File: src/hrd_pkg.sv
package hrd_pkg;

  // image geometry
  localparam int unsigned WIDTH  = 64;
  localparam int unsigned HEIGHT = 64;
  localparam int unsigned NPIX   = WIDTH * HEIGHT;
  localparam int unsigned ADDR_W = $clog2(NPIX);
  localparam int unsigned ROW_W  = (HEIGHT > 2) ? $clog2(HEIGHT) : 1;
  localparam int unsigned COL_W  = (WIDTH > 2) ? $clog2(WIDTH) : 1;

  // number formats
  localparam int unsigned Q_W    = 24;   // stored signed q8.16
  localparam int unsigned PIX_W  = 16;
  localparam int unsigned PROD_W = 48;   // product and accumulator width
  localparam int unsigned MUL_W  = 32;   // multiplier operand width
  localparam int unsigned CFG_IDX_W = 3;
  localparam int unsigned CFG_DATA_W = 24;

  // iterative units
  localparam int unsigned SQ_STEPS  = PROD_W / 2;
  localparam int unsigned SQ_CNT_W  = $clog2(SQ_STEPS);
  localparam int unsigned DIV_NUM_W = 40;
  localparam int unsigned DIV_CNT_W = $clog2(DIV_NUM_W);

  localparam logic signed [PROD_W-1:0] Q_ONE  = 48'sd65536;
  localparam logic signed [PROD_W-1:0] Q_HALF = 48'sd32768;
  localparam logic signed [PROD_W-1:0] Q_MAX  = 48'sd8388607;
  localparam logic signed [PROD_W-1:0] Q_MIN  = -48'sd8388608;

  typedef enum logic {
    OP_LOAD  = 1'b0,
    OP_FETCH = 1'b1
  } op_t;

  typedef enum logic [CFG_IDX_W-1:0] {
    CFG_NUM_STEPS    = 3'd0,
    CFG_TAU          = 3'd1,
    CFG_SIGMA        = 3'd2,
    CFG_THETA        = 3'd3,
    CFG_DUAL_SCALE   = 3'd4,
    CFG_TAU_GAMMA    = 3'd5,
    CFG_PRIMAL_SCALE = 3'd6
  } cfg_idx_t;

  // q.16 product rounded to nearest, ties upward
  function automatic logic signed [PROD_W-1:0] rnd16(input logic signed [PROD_W-1:0] v);
    return (v + Q_HALF) >>> 16;
  endfunction

  function automatic logic signed [Q_W-1:0] sat24(input logic signed [PROD_W-1:0] v);
    logic signed [Q_W-1:0] r;
    if (v > Q_MAX) r = Q_MAX[Q_W-1:0];
    else if (v < Q_MIN) r = Q_MIN[Q_W-1:0];
    else r = v[Q_W-1:0];
    return r;
  endfunction

  function automatic logic signed [PROD_W-1:0] smul(input logic signed [MUL_W-1:0] a,
                                                    input logic signed [MUL_W-1:0] b);
    logic signed [2*MUL_W-1:0] p;
    p = a * b;
    return p[PROD_W-1:0];
  endfunction

endpackage

File: src/hrd_isqrt.sv
module hrd_isqrt (
  input  logic                          clk,
  input  logic                          rst,
  input  logic                          start,
  input  logic [hrd_pkg::PROD_W-1:0]    radicand,
  output logic                          done,
  output logic [hrd_pkg::SQ_STEPS-1:0]  root
);

  logic                             busy;
  logic [hrd_pkg::SQ_CNT_W-1:0]     cnt;
  logic [hrd_pkg::PROD_W-1:0]       v;
  logic [hrd_pkg::SQ_STEPS+2:0]     rem;
  logic [hrd_pkg::SQ_STEPS+2:0]     rem2;
  logic [hrd_pkg::SQ_STEPS+2:0]     trial;

  // two radicand bits per step
  assign rem2  = {rem[hrd_pkg::SQ_STEPS:0], v[hrd_pkg::PROD_W-1 -: 2]};
  assign trial = {1'b0, root, 2'b01};

  always_ff @(posedge clk) begin
    if (rst) begin
      busy <= 1'b0;
      done <= 1'b0;
    end else begin
      done <= 1'b0;
      if (start) begin
        busy <= 1'b1;
        cnt  <= '0;
        v    <= radicand;
        rem  <= '0;
        root <= '0;
      end else if (busy) begin
        v <= v << 2;
        if (rem2 >= trial) begin
          rem  <= rem2 - trial;
          root <= {root[hrd_pkg::SQ_STEPS-2:0], 1'b1};
        end else begin
          rem  <= rem2;
          root <= {root[hrd_pkg::SQ_STEPS-2:0], 1'b0};
        end
        cnt <= cnt + 1'b1;
        if (cnt == hrd_pkg::SQ_CNT_W'(hrd_pkg::SQ_STEPS - 1)) begin
          busy <= 1'b0;
          done <= 1'b1;
        end
      end
    end
  end

endmodule

File: config.mk
export PLATFORM = sky130hd
export DESIGN_NAME = hrd_isqrt
export DESIGN_NICKNAME = d
export VERILOG_FILES = /design/src/hrd_pkg.sv /design/src/hrd_isqrt.sv
export SDC_FILE = /design/constraint.sdc
export NUM_CORES = 1
export LEC_CHECK = 0
export BUFFER_PORTS_ARGS = -buffer_cell sky130_fd_sc_hd__buf_4
export CAP_MARGIN = 20
export CORE_MARGIN = 1
export CORE_UTILIZATION = 53
export DETAILED_ROUTE_END_ITERATION = 7
export PLACE_DENSITY_LB_ADDON = 0.1
export SYNTH_ARGS = -nofsm -noshare
export SYNTH_HDL_FRONTEND = slang
export SYNTH_SLANG_ARGS = --single-unit
File: constraint.sdc
create_clock -name clk -period 8.4 [get_ports clk]
set_input_delay 1.26 -clock clk [delete_from_list [all_inputs] [get_ports clk]]
set_output_delay 1.26 -clock clk [all_outputs]
set_load 0.02 [all_outputs]
* After elaboration in Yosys (flattened, before gate mapping) *
Cells that the tools add are included.

storage, ports and cells
  flip-flop bits (word level) = 104
  memories = 0
  word-level logic and storage cells = 26
  memory bits (read-only) = 0
  bits in latches = 0
  bits in writable memories = 0
  bits of input ports = 51

cells by class
  equality and inequality tests = 1
  shift-type cells = 0
  mux-type cells = 11
  reduce and logical (&&, ||, !) cells = 3
  add/subtract/negate cells = 2
  $mul = 0
  div/mod/pow operators = 0
  magnitude comparators = 1
  bitwise gates (word level) = 2

operators by type and width
  operator                                     number
  2-to-1 mux 48 bit                            2
  2-to-1 mux 25 bit                            2
  >= comparator 27 x 26 -> 1 bit               1
  subtractor 25 bit                            1
  2-to-1 mux 24 bit                            1
  adder 5 x 1 -> 5 bit, second input constant  1
  == test 5 bit, second input constant         1
  2-to-1 mux 1 bit                             5
  2-to-1 mux 5 bit                             1
  OR reduction 3 bit                           1
  inverter 1 bit                               2
  AND reduction 2 bit                          1
  nonzero test 2 bit                           1

* Depth between registers and ports, before layout *
  depth in word-level cells = 4
  gate-level depth with buffers = 13
  depth with buffers taken out = 10

* Least setup slack after synthesis *
Ideal clock, no wire load.

  kind = in2reg
  from = in start
  to = reg cnt[0] in the netlist's numbering, enable pin
  required time = 7.836 ns
  data arrival time = 6.101 ns
  stages on the path = 4
  setup slack = 1.736 ns
  setup time = 0.564 ns
  cell sequence = clkbuf_1 -> clkbuf_1 -> nor2_1 -> nor2_1

on the way
  longest elaborated chain between the ends = 2

ends and longest elaborated chain
  element                               RTL line         text
  from (decl)                           hrd_isqrt.sv:4   input logic start,
  nonzero test 2 bit (no source line)   --
  AND reduction 2 bit (no source line)  --
  to (signal assigned)                  hrd_isqrt.sv:42  cnt <= cnt + 1'b1;
  to (decl)                             hrd_isqrt.sv:11  logic [hrd_pkg::SQ_CNT_W-1:0] cnt;

Every way passes these cells.
A chain may end at the register's enable or synchronous reset.

* Worst setup path after layout *
  from = reg root[11] in the netlist's numbering
  to = reg rem[22] in the netlist's numbering (data pin)

on the way
  longest elaborated chain between the ends = 3
  elaborated cells on any way between the ends = 4

ends and longest elaborated chain
  element                                                                     RTL line                          text
  from (decl)                                                                 hrd_isqrt.sv:7                    output logic [hrd_pkg::SQ_STEPS-1:0] root
  from (signal assigned)                                                      hrd_isqrt.sv:37                   root <= {root[hrd_pkg::SQ_STEPS-2:0], 1'b1};
  from (signal assigned)                                                      hrd_isqrt.sv:40                   root <= {root[hrd_pkg::SQ_STEPS-2:0], 1'b0};
  subtractor 25 bit / >= comparator 27 x 26 -> 1 bit (equally long branches)  hrd_isqrt.sv:36, hrd_isqrt.sv:35
  2-to-1 mux 25 bit (*)                                                       hrd_isqrt.sv:35                   if (rem2 >= trial) begin
  2-to-1 mux 25 bit (*)                                                       hrd_isqrt.sv:33                   end else if (busy) begin
  to (signal assigned)                                                        hrd_isqrt.sv:36                   rem <= rem2 - trial;
  to (signal assigned)                                                        hrd_isqrt.sv:39                   rem <= rem2;
  to (decl)                                                                   hrd_isqrt.sv:13                   logic [hrd_pkg::SQ_STEPS+2:0] rem;

Every way passes the cells marked *; elsewhere a longest branch is shown, timed or not. The select of a mux whose other input is x is not followed.

==> metrics.md <==
| Metric | Value |
|---|---|
| CP startpoint | root[11] |
| CTS tree | done |
| Slew of the pin with the lowest slew margin | approximately 1.1 ns |
| Fmax | slightly above 300 MHz |
| Post-synth EDFFs | approximately 100 |
| Site Rows | 38 |
| Routability Congestion | 0.866 |
| Metal3 WL | 761 um |
| N_diodes | 0 |
| Crit path required time | 8.61 ns |
| Clock buffer count from CTS | 9 |
| Biggest area consumer among synthesized cells | edfxtp_1 |
| Synth Net Count | slightly below 600 |
| Register bit total from synthesis | around 100 |
| Yosys warnings | 0 |
| Final hold vios | 0 |
| Drt initial violations | 220 |
| Reg2Reg Depth | 10 |
| CP max FO | 21 |
| P per Cell Area | 185 mW/mm2 |
| Nature of the critical path endpoint | flop |
| Peak VDD IR | roughly 0.11 mV |
| Proportion of layout cells with a drive suffix above 1 | 0.272 |
| Post-CTS Setup Repair Bufs | 0 |
| Starting density of the core | 0.543 |
| Post-DR wirelength/cell | 16.5 um |
| Total grt overflow | 0 |
| Die Y | ~110 um |
| PostCTS Resize Cnt | 0 |
| I/O pin count | 76 |
| Cells after DPL | 701 |
| Avg Cell Area, Syn | 11.5 um2 |
| Initial antenna violation count | 0 |
| Total power | 1.23 mW |
| Top-area cell type share of the netlist area | 0.523 |
| Layout Skew | about 0.010 ns |
| Pins Over Slew Limit | 0 |
| Most used cell, CP | nand2_1 |
| Crit path DAT | 3.44 ns |
| Vias in the first global route | 4200 |
| Mapped Area | 0.00586 mm2 |
| Reg2reg setup slack | 5.17 ns |
| CTS clock-pin slew for the worst setup and hold paths | 0.10 ns |
| Setup TNS | 0 ns |
| RSZ-0062 raised after global routing | false |
| Post-synth cell types | 55 |
| Area contributors post-synth | edfxtp_1 52%, mux2_2 8.8%, ha_1 5.8% |
| Synth async-reset ratio | 0 |
| Setup violations, final | 0 |
| H-tree levels | 3 |
| Hold Path Class | flop to flop |
| Crit Reg-Reg Endpoint | rem[22] |
| Max Used Layer | met4 |
| Top FF cell, synth | edfxtp_1 |
| Crit path kind | flop to flop |
| DP Area | 0.00648 mm2 |
| CP max stage delay | 0.66 ns |
| Hold depth | 1 |
| Slowest-stage cell, CP | nand2_1 |
| Clock tree buffer depth | 2 |
| Hold slack final | about 0.5 ns |
| First-pass GRT wire length | 20.0 mm |
| Vias post-DR | 4135 |
| Synth top cells by count | 102 x edfxtp_1, 46 x mux2_2, 44 x nor2_1 |
| Residual DRC | 0 |
| Max cap viols | 0 |
| Sequential area share after synthesis | 0.530 |
| Clock Tree Root | clkbuf_8 |
| Die W | 107 um |
| Met1 WL | 5.35 mm |
| DP HPWL | 8.12 mm |
| Post-Route WL | 11.8 mm |
| CP Cell Sequence | inv_1 > ha_1 > nand2_1 > nor2_1 > nand3_1 > nor4_1 > a31oi_1 > nand2_1 > o21ai_2 > o31ai_2 |
| Nets | approximately 650 |
| Min Clock Period, post-route | ~3.2 ns |
| Core Area | 0.0108 mm2 |
| Synth Instances | 509 |
| Post-route insts no fill | roughly 720 |
| Routed Antenna Nets | 0 |
| Relative slew margins | 0.294 |
| Most common cell in the netlist | edfxtp_1 |
| Lkg Pwr | 2.64 nW |
| IO Port Bufs | between 70 and 80 |
| Clock tree sinks | 104 |
| CP endpoint | rem[22] |
| Hold Buf Count CTS | 0 |
| Gr usage total | 0.224 |
| Pin count of the biggest net entering global routing | 85 |
| Post-Layout Inst Area | around 0.0067 mm2 |
| Crit path launch type | flop |
| Status | completed |
| Clk Latency, worst-skew pair | 0.37 ns |
| Met2 routed WL | approximately 5.5 mm |
| Reg2reg start | root[11] |
| Tcrit/Tclk final | 0.384 |
| Drt pass-1 iters | 5 |
| Die area | 0.0115 mm2 |
| Vias per std cell | 5.76 |
| P&R area growth vs syn | 13.8% |
==> flip-flops by register name, indices dropped and copies added (netlist names) <==
register,flops
rem,25
busy,1
v,48
root,24
done,1
cnt,5
==> how the worst min path moves through the flow <==
stage	start	endpoint	slack, ns
finish	busy	done	0.50
global route	busy	done	0.53
CTS	busy	done	0.50
detailed placement	busy	done	0.49
global placement	busy	done	0.47
floorplan	busy	done	0.46
==> critical path, delay by kind of cell, from the launching register on <==
kind | cells | cell delay (ns)
fa+ha+maj | 1 | 0.46
buf+inv | 1 | 0.06
compound gates | 3 | 0.75
simple gates | 5 | 1.42
flops | 1 | 0.36
==> power by group <==
group | leakage (nW) | switching (mW) | total, mW | internal (mW)
clock network | 0.0830 | 0.175 | 0.282 | 0.107
registers | 1.00 | 0.0168 | 0.638 | 0.621
logic | 1.55 | 0.178 | 0.313 | 0.134
total | 2.64 | 0.370 | 1.23 | 0.863
==> layout by cell type (no fill, tap or decap), types with 3 or more instances in the layout <==
cell	Yosys	layout
edfxtp_1	102	102
buf_4	3	77
mux2_2	46	46
nor2_1	44	43
a21oi_1	39	39
inv_1	37	37
ha_1	27	27
nand3_1	24	24
o21ai_0	19	19
nor3_1	14	14
nand2_1	13	13
a21o_1	11	11
o21ai_1	10	10
xnor2_1	10	10
xor2_1	9	9
clkbuf_8	0	9
nand4_1	8	8
a31oi_1	5	5
nor2b_1	4	4
or3_1	4	4
and3_1	4	4
and2_1	4	4
o21a_1	4	4
a21oi_2	3	3
a211o_1	3	3
o31ai_1	3	3
o211ai_1	3	3
==> logic make-up after synthesis <==
kind of cell,after synthesis,synth area share
fa+ha+maj,27,0.0577
buf+inv,62,0.0466
compound gates,117,0.130
mux,46,0.0884
flops,104,0.530
simple gates,134,0.119
xor+xnor,19,0.0284
==> layer usage <==
metal	global-route usage	up-vias
li1	-	2017
met1	0.295	1976
met2	0.350	124
met3	0.0626	18
met4	0.0861	0
met5	0	-
==> area by class of cell <==
type	instances	area, um2
fill	942	4130
clock buffer	9	124
sequential	104	3100
multi-input combinational	343	2490
inverter	37	139
tap	140	175
timing repair buffer	78	589
clock inverter	7	46.3
==> stage by stage <==
stage                     setup slack, ns   util
after floorplan                      1.74      -
after global placement               4.83  0.601
after detailed placement             4.74  0.601
after CTS                            5.05  0.617
after global routing                 4.98  0.618
final                                5.17  0.618
Power figures use the tool's default switching activity.
