## src/hrd_pkg.sv

```systemverilog
package hrd_pkg;

  // image geometry
  localparam int unsigned WIDTH  = 64;
  localparam int unsigned HEIGHT = 64;
  localparam int unsigned NPIX   = WIDTH * HEIGHT;
  localparam int unsigned ADDR_W = $clog2(NPIX);
  localparam int unsigned ROW_W  = (HEIGHT > 2) ? $clog2(HEIGHT) : 1;
  localparam int unsigned COL_W  = (WIDTH > 2) ? $clog2(WIDTH) : 1;

  // number formats
  localparam int unsigned Q_W    = 24;   // stored signed q8.16
  localparam int unsigned PIX_W  = 16;
  localparam int unsigned PROD_W = 48;   // product and accumulator width
  localparam int unsigned MUL_W  = 32;   // multiplier operand width
  localparam int unsigned CFG_IDX_W = 3;
  localparam int unsigned CFG_DATA_W = 24;

  // iterative units
  localparam int unsigned SQ_STEPS  = PROD_W / 2;
  localparam int unsigned SQ_CNT_W  = $clog2(SQ_STEPS);
  localparam int unsigned DIV_NUM_W = 40;
  localparam int unsigned DIV_CNT_W = $clog2(DIV_NUM_W);

  localparam logic signed [PROD_W-1:0] Q_ONE  = 48'sd65536;
  localparam logic signed [PROD_W-1:0] Q_HALF = 48'sd32768;
  localparam logic signed [PROD_W-1:0] Q_MAX  = 48'sd8388607;
  localparam logic signed [PROD_W-1:0] Q_MIN  = -48'sd8388608;

  typedef enum logic {
    OP_LOAD  = 1'b0,
    OP_FETCH = 1'b1
  } op_t;

  typedef enum logic [CFG_IDX_W-1:0] {
    CFG_NUM_STEPS    = 3'd0,
    CFG_TAU          = 3'd1,
    CFG_SIGMA        = 3'd2,
    CFG_THETA        = 3'd3,
    CFG_DUAL_SCALE   = 3'd4,
    CFG_TAU_GAMMA    = 3'd5,
    CFG_PRIMAL_SCALE = 3'd6
  } cfg_idx_t;

  // q.16 product rounded to nearest, ties upward
  function automatic logic signed [PROD_W-1:0] rnd16(input logic signed [PROD_W-1:0] v);
    return (v + Q_HALF) >>> 16;
  endfunction

  function automatic logic signed [Q_W-1:0] sat24(input logic signed [PROD_W-1:0] v);
    logic signed [Q_W-1:0] r;
    if (v > Q_MAX) r = Q_MAX[Q_W-1:0];
    else if (v < Q_MIN) r = Q_MIN[Q_W-1:0];
    else r = v[Q_W-1:0];
    return r;
  endfunction

  function automatic logic signed [PROD_W-1:0] smul(input logic signed [MUL_W-1:0] a,
                                                    input logic signed [MUL_W-1:0] b);
    logic signed [2*MUL_W-1:0] p;
    p = a * b;
    return p[PROD_W-1:0];
  endfunction

endpackage

```

## src/hrd_div.sv

```systemverilog
module hrd_div (
  input  logic                            clk,
  input  logic                            rst,
  input  logic                            start,
  input  logic [hrd_pkg::DIV_NUM_W-1:0]   num,
  input  logic [hrd_pkg::Q_W-1:0]         den,
  output logic                            done,
  output logic [hrd_pkg::Q_W-1:0]         quot
);

  logic                             busy;
  logic [hrd_pkg::DIV_CNT_W-1:0]    cnt;
  logic [hrd_pkg::DIV_NUM_W-1:0]    n_sh;
  logic [hrd_pkg::DIV_NUM_W-1:0]    q;
  logic [hrd_pkg::Q_W-1:0]          d;
  logic [hrd_pkg::Q_W-1:0]          rem;
  logic [hrd_pkg::Q_W:0]            rem2;

  assign rem2 = {rem, n_sh[hrd_pkg::DIV_NUM_W-1]};
  assign quot = q[hrd_pkg::Q_W-1:0];

  always_ff @(posedge clk) begin
    if (rst) begin
      busy <= 1'b0;
      done <= 1'b0;
    end else begin
      done <= 1'b0;
      if (start) begin
        busy <= 1'b1;
        cnt  <= '0;
        n_sh <= num;
        d    <= den;
        rem  <= '0;
        q    <= '0;
      end else if (busy) begin
        n_sh <= n_sh << 1;
        if (rem2 >= {1'b0, d}) begin
          rem <= hrd_pkg::Q_W'(rem2 - {1'b0, d});
          q   <= {q[hrd_pkg::DIV_NUM_W-2:0], 1'b1};
        end else begin
          rem <= rem2[hrd_pkg::Q_W-1:0];
          q   <= {q[hrd_pkg::DIV_NUM_W-2:0], 1'b0};
        end
        cnt <= cnt + 1'b1;
        if (cnt == hrd_pkg::DIV_CNT_W'(hrd_pkg::DIV_NUM_W - 1)) begin
          busy <= 1'b0;
          done <= 1'b1;
        end
      end
    end
  end

endmodule

```

## config.mk

```make
export PLATFORM = sky130hd
export DESIGN_NAME = hrd_div
export DESIGN_NICKNAME = d
export VERILOG_FILES = /design/src/hrd_pkg.sv /design/src/hrd_div.sv
export SDC_FILE = /design/constraint.sdc
export NUM_CORES = 1
export LEC_CHECK = 0
export BUFFER_PORTS_ARGS = -buffer_cell sky130_fd_sc_hd__buf_2
export CELL_PAD_IN_SITES_DETAIL_PLACEMENT = 0
export CELL_PAD_IN_SITES_GLOBAL_PLACEMENT = 1
export CORE_MARGIN = 2
export CORE_UTILIZATION = 40
export DETAILED_ROUTE_END_ITERATION = 12
export PLACE_DENSITY_LB_ADDON = 0.1
export SETUP_SLACK_MARGIN = 0.1
export SLEW_MARGIN = 30
export SYNTH_ARGS = -nofsm -noshare
export SYNTH_HDL_FRONTEND = slang
export SYNTH_SLANG_ARGS = --single-unit
```

## constraint.sdc

```tcl
create_clock -name clk -period 7.55 [get_ports clk]
set_input_delay 0.755 -clock clk [delete_from_list [all_inputs] [get_ports clk]]
set_output_delay 0.755 -clock clk [all_outputs]
set_load 0.05 [all_outputs]
```

# Yosys cells after proc, flatten, opt, wreduce, memory -nomap -nowiden
# Cells that the tools add are included.
[word_totals] regBits=120 inputBits=67
[op_classes] n_eq_ne=1 order_cmp=1 bitwise_logic=2 reduce_logical=4 mux=11 n_addsub=2
[ops] operator="$mux 40" count=2
[ops] operator="$mux 24" count=3
[ops] operator="$ge 25x24->1" count=1
[ops] operator="$sub 24x24->24" count=1
[ops] operator="$add 6x1->6 const B" count=1
[ops] operator="$eq 6x6->1 const B" count=1
[ops] operator="$mux 6" count=1
[ops] operator="$mux 1" count=5
[ops] operator="$reduce_and 2->1" count=2
[ops] operator="$reduce_or 3->1" count=1
[ops] operator="$not 1->1" count=2
[ops] operator="$reduce_bool 2->1" count=1

# Depth between registers and ports, before layout
[logic_depth] word_depth=4 mapped_depth=12 depth_no_buf=10

# Worst setup path after synthesis
# No wires, ideal clock.
[synth_timing] path_type="input to register" startpoint="in start" endpoint="reg cnt[0] in the netlist's numbering, enable pin" setup_slack_ns=1.619 stages=4 arrival_time_ns=5.384 path_buffers=2 setup_time_ns=0.547 cell_sequence="clkbuf_1 -> buf_1 -> nor2_1 -> nor2_1"
[synth_between] elab_chain_cells=2
[synth_lines] element="from (decl)" line="hrd_div.sv:4" rtl="input logic start,"
[synth_lines] element="$reduce_bool 2->1 (no line)"
[synth_lines] element="$reduce_and 2->1 (no line)"
[synth_lines] element="to (signal assigned)" line="hrd_div.sv:44" rtl="cnt <= cnt + 1'b1;"
[synth_lines] element="to (decl)" line="hrd_div.sv:12" rtl="logic [hrd_pkg::DIV_CNT_W-1:0] cnt;"
# No other way between the ends.
# A chain may end at the register's enable or synchronous reset.

# Worst setup path after layout
[layout_timing] startpoint="reg d[1] in the netlist's numbering" endpoint="reg rem[23] in the netlist's numbering (data pin)"
[layout_between] elab_chain_cells=3 elab_cells_between_ends=4 classes_between="add/sub: 1; order compare: 1; mux: 2"
[layout_lines] element="from (decl)" line="hrd_div.sv:15" rtl="logic [hrd_pkg::Q_W-1:0] d;"
[layout_lines] element="from (signal assigned)" line="hrd_div.sv:32" rtl="d <= den;"
[layout_lines] element="$sub 24x24->24 or $ge 25x24->1 (tied branches)" line="hrd_div.sv:38, hrd_div.sv:37"
[layout_lines] element="$mux 24 *" line="hrd_div.sv:37" rtl="if (rem2 >= {1'b0, d}) begin"
[layout_lines] element="$mux 24 *" line="hrd_div.sv:35" rtl="end else if (busy) begin"
[layout_lines] element="to (signal assigned)" line="hrd_div.sv:38" rtl="rem <= hrd_pkg::Q_W'(rem2 - {1'b0, d});"
[layout_lines] element="to (signal assigned)" line="hrd_div.sv:41" rtl="rem <= rem2[hrd_pkg::Q_W-1:0];"
[layout_lines] element="to (decl)" line="hrd_div.sv:16" rtl="logic [hrd_pkg::Q_W-1:0] rem;"
# Every way passes the cells marked *; elsewhere a longest branch is shown, timed or not. The select of a mux whose other input is x is not followed.

==> flow_metrics.env <==
export IMPL_grtUsageTotal=0.1633
export IMPL_grt_use_met2=0.2538
export IMPL_whs_ns=0.4839
export IMPL_yosysSeqAreaShare=0.5768
export IMPL_initial_core_util=0.4086
export IMPL_startpoint_type="flop"
export IMPL_p_seq_frac=0.416
export IMPL_finalCritPeriodShare=0.4415
export IMPL_busiest_layer="met2"
export IMPL_rows=45
export IMPL_cts_htree_levels=4
export IMPL_grt_max_degree=81
export IMPL_p_sw_uw=536.6
export IMPL_core_area_um2=15200
export IMPL_nFillCells=1440
export IMPL_synth_seq_cells=120
export IMPL_comb_power_share=0.187
export IMPL_grt_util_met1=0.2117
export IMPL_final_cell_mix="edfxtp_1, buf_2, mux2_2"
export IMPL_p_sw_frac=0.2729
export IMPL_ys_types=56
export IMPL_routed_via_density=5.149
export IMPL_vdd_drop_max_v=0.0001532
export IMPL_p_leak_nw=2.957
export IMPL_postCtsSetupBuffers=0
export IMPL_critPathMaxStageDelay_ns=0.69
export IMPL_area_delta_synth_final_pct=19.15
export IMPL_dr_pass1_iters=4
export IMPL_path_clk_slew_ns=0.06
export IMPL_hold_buffers=0
export IMPL_synth_edf_count=118
export IMPL_cts_tree="done"
export IMPL_clockPowerShare=0.397
export IMPL_cts_resized=0
export IMPL_regArea_um2=3583
export IMPL_wl_per_cell_um=15.97
export IMPL_gp_congestion=0.7983
export IMPL_finish_utilization=0.4869
export IMPL_ys_warn_count=0
export IMPL_period_minus_slack_ns=3.333
export IMPL_drc=0
export IMPL_outcome="complete, no violations"
export IMPL_endpoint_kind="flop"
export IMPL_hold_violations=0
export IMPL_slew_headroom=0.3933
export IMPL_cap_violations=0
export IMPL_dp_cells=765
export IMPL_cpMaxStageDelayCell="nor3_4"
export IMPL_setup_viol=0
export IMPL_ys_async_sr_fraction=0
export IMPL_powerDensity_nw_per_um2=265.7
export IMPL_worstPathCellList="inv_1 -> ha_1 -> nor2b_1 -> o31a_1 -> o2111ai_1 -> a21oi_2 -> nor3_4 -> buf_4 -> or2_1 -> o31ai_1"
export IMPL_die_w_um=128.6
export IMPL_multiInputGateArea_um2=2409
export IMPL_clock_path_buffers=2
export IMPL_intPower_mw=1.430
export IMPL_grt_pass1_wl_um=20810
export IMPL_totalPowerFinal_mw=1.967
export IMPL_grt_pass1_vias=4089
export IMPL_port_buffer_count=91
export IMPL_layout_commonest_cell="edfxtp_1"
export IMPL_vias=4104
export IMPL_synth_fp_nets=594
export IMPL_cp_required_ns=7.70
export IMPL_cpLargestDelayFamily="simple AND/OR/NAND/NOR gates"
export IMPL_pre_cts_slack_ns=4.218
export IMPL_met3_usage=0.06154
export IMPL_worst_slew_pin_slew_ns=0.9101
export IMPL_insertion_delay_ns=0.41
export IMPL_ys_flop_type="edfxtp_1"
export IMPL_critPathArrivalTime_ns=3.48
export IMPL_final_max_slew_viol_count=0
export IMPL_max_freq_mhz=300.0
export IMPL_fin_tns_setup_ns=0
export IMPL_path_max_fanout=17
export IMPL_criticalPathCategory="flop to flop"
export IMPL_detail_route_antenna_nets=0
export IMPL_overflow=0
export IMPL_place_area_um2=6840
export IMPL_hold_class="flop to flop"
export IMPL_path_buf_inv=2
export IMPL_instances_no_fill=797
export IMPL_drt_first_iter_violations=201
export IMPL_die_area_um2=16540
export IMPL_num_antenna_cells=0
export IMPL_stdcell_area_um2=7402
export IMPL_hpwlAfterDp_um=8647
export IMPL_ios=92
export IMPL_die_h_um=128.6
export IMPL_clock_sinks=120
export IMPL_ctsRootBufferMaster="clkbuf_16"
export IMPL_rsz0062_at_grt="no"
export IMPL_setup_ws_ns=4.217
export IMPL_netlist_area_um2=6212
export IMPL_synth_cells=501
export IMPL_num_nets_final=689
export IMPL_cts_inserted_buffers=17
export IMPL_wl_um=12730
export IMPL_fin_skew_ns=0.005826
export IMPL_drive_gt1_frac=0.2841
export IMPL_antenna_found_initial=1
export IMPL_syn_avg_cell_area_um2=12.40
==> worst register-to-register path: cells and delay by family, from the launching register on <==
family	cells	cell delay (ns)
adders and majority gates	1	0.23
AOI/OAI and AO/OA	4	0.85
and+or+nand+nor	3	1.14
buffers and inverters	2	0.46
DFF	1	0.41
==> metal layers <==
metal / wire, µm / vias to the layer above
li1: - / 2031
met1: 5938 / 1960
met2: 5751 / 96
met3: 870 / 15
met4: 153 / 2
met5: 18 / -
==> worst paths after layout <==
check	start	to	slack (ns)	depth (start not counted)
max reg2reg	d[1]	rem[23]	4.22	10
max	d[1]	rem[23]	4.22	10
min reg2reg	busy	done	0.48	1
min	busy	done	0.48	1
==> power groups by stage <==
stage	logic [mW]	registers [mW]	clock network (mW)
finish	0.368	0.818	0.780
global route	0.411	0.825	0.826
CTS	0.371	0.819	0.799
detailed placement	0.368	0.832	0
global placement	0.365	0.831	0
floorplan	0.264	0.856	0
==> Yosys cell counts, drive strengths merged (2+ instances only) <==
library cell	number	share of area
nand2b	5	0.0050
nand2	24	0.015
o211ai	3	0.0036
mux2i	14	0.023
inv	33	0.020
nor3	10	0.0089
nand3	16	0.015
mux2	40	0.073
buf	14	0.015
nor2b	30	0.030
clkbuf	5	0.0030
o31ai	3	0.0036
dfxtp	2	0.0064
a21o	8	0.0097
xnor2	10	0.014
xor2	11	0.016
nor2	37	0.022
or2	2	0.0020
or3b	2	0.0028
and2	3	0.0030
o21a	4	0.0048
a31oi	4	0.0040
a211oi	3	0.0036
and3	3	0.0030
ha	25	0.050
o21ai	24	0.020
o2111ai	2	0.0028
a21oi	27	0.023
edfxtp	118	0.57
nand4	2	0.0020
==> cell families (layout without fill, tap and decap cells) <==
group,Yosys count,after routing,synth area share
flip-flops,120,120,0.5768
adder cells (fa/ha/maj),26,26,0.05358
AO/OA/AOI/OAI,91,91,0.09366
buffers and inverters,52,160,0.03807
AND/OR/NAND/NOR,137,137,0.1132
multiplexers,54,54,0.09506
XOR/XNOR,21,21,0.02961
==> registers in the layout, indices dropped and copies added, names as in the netlist <==
| name | count |
|---|---|
| cnt | 6 |
| busy | 1 |
| n_sh | 40 |
| d | 24 |
| rem | 24 |
| done | 1 |
| q | 24 |
==> layout make-up <==
type                            instances  share of cell area
Inverter                               33             0.01673
Timing Repair Buffer                   95             0.06609
Clock inverter                         13             0.01741
Multi-Input combinational cell        329              0.3254
Tap cell                              188             0.03178
Sequential cell                       120              0.4841
Clock buffer                           19             0.05849
No activity file was read; power rests on OpenSTA's default activity.
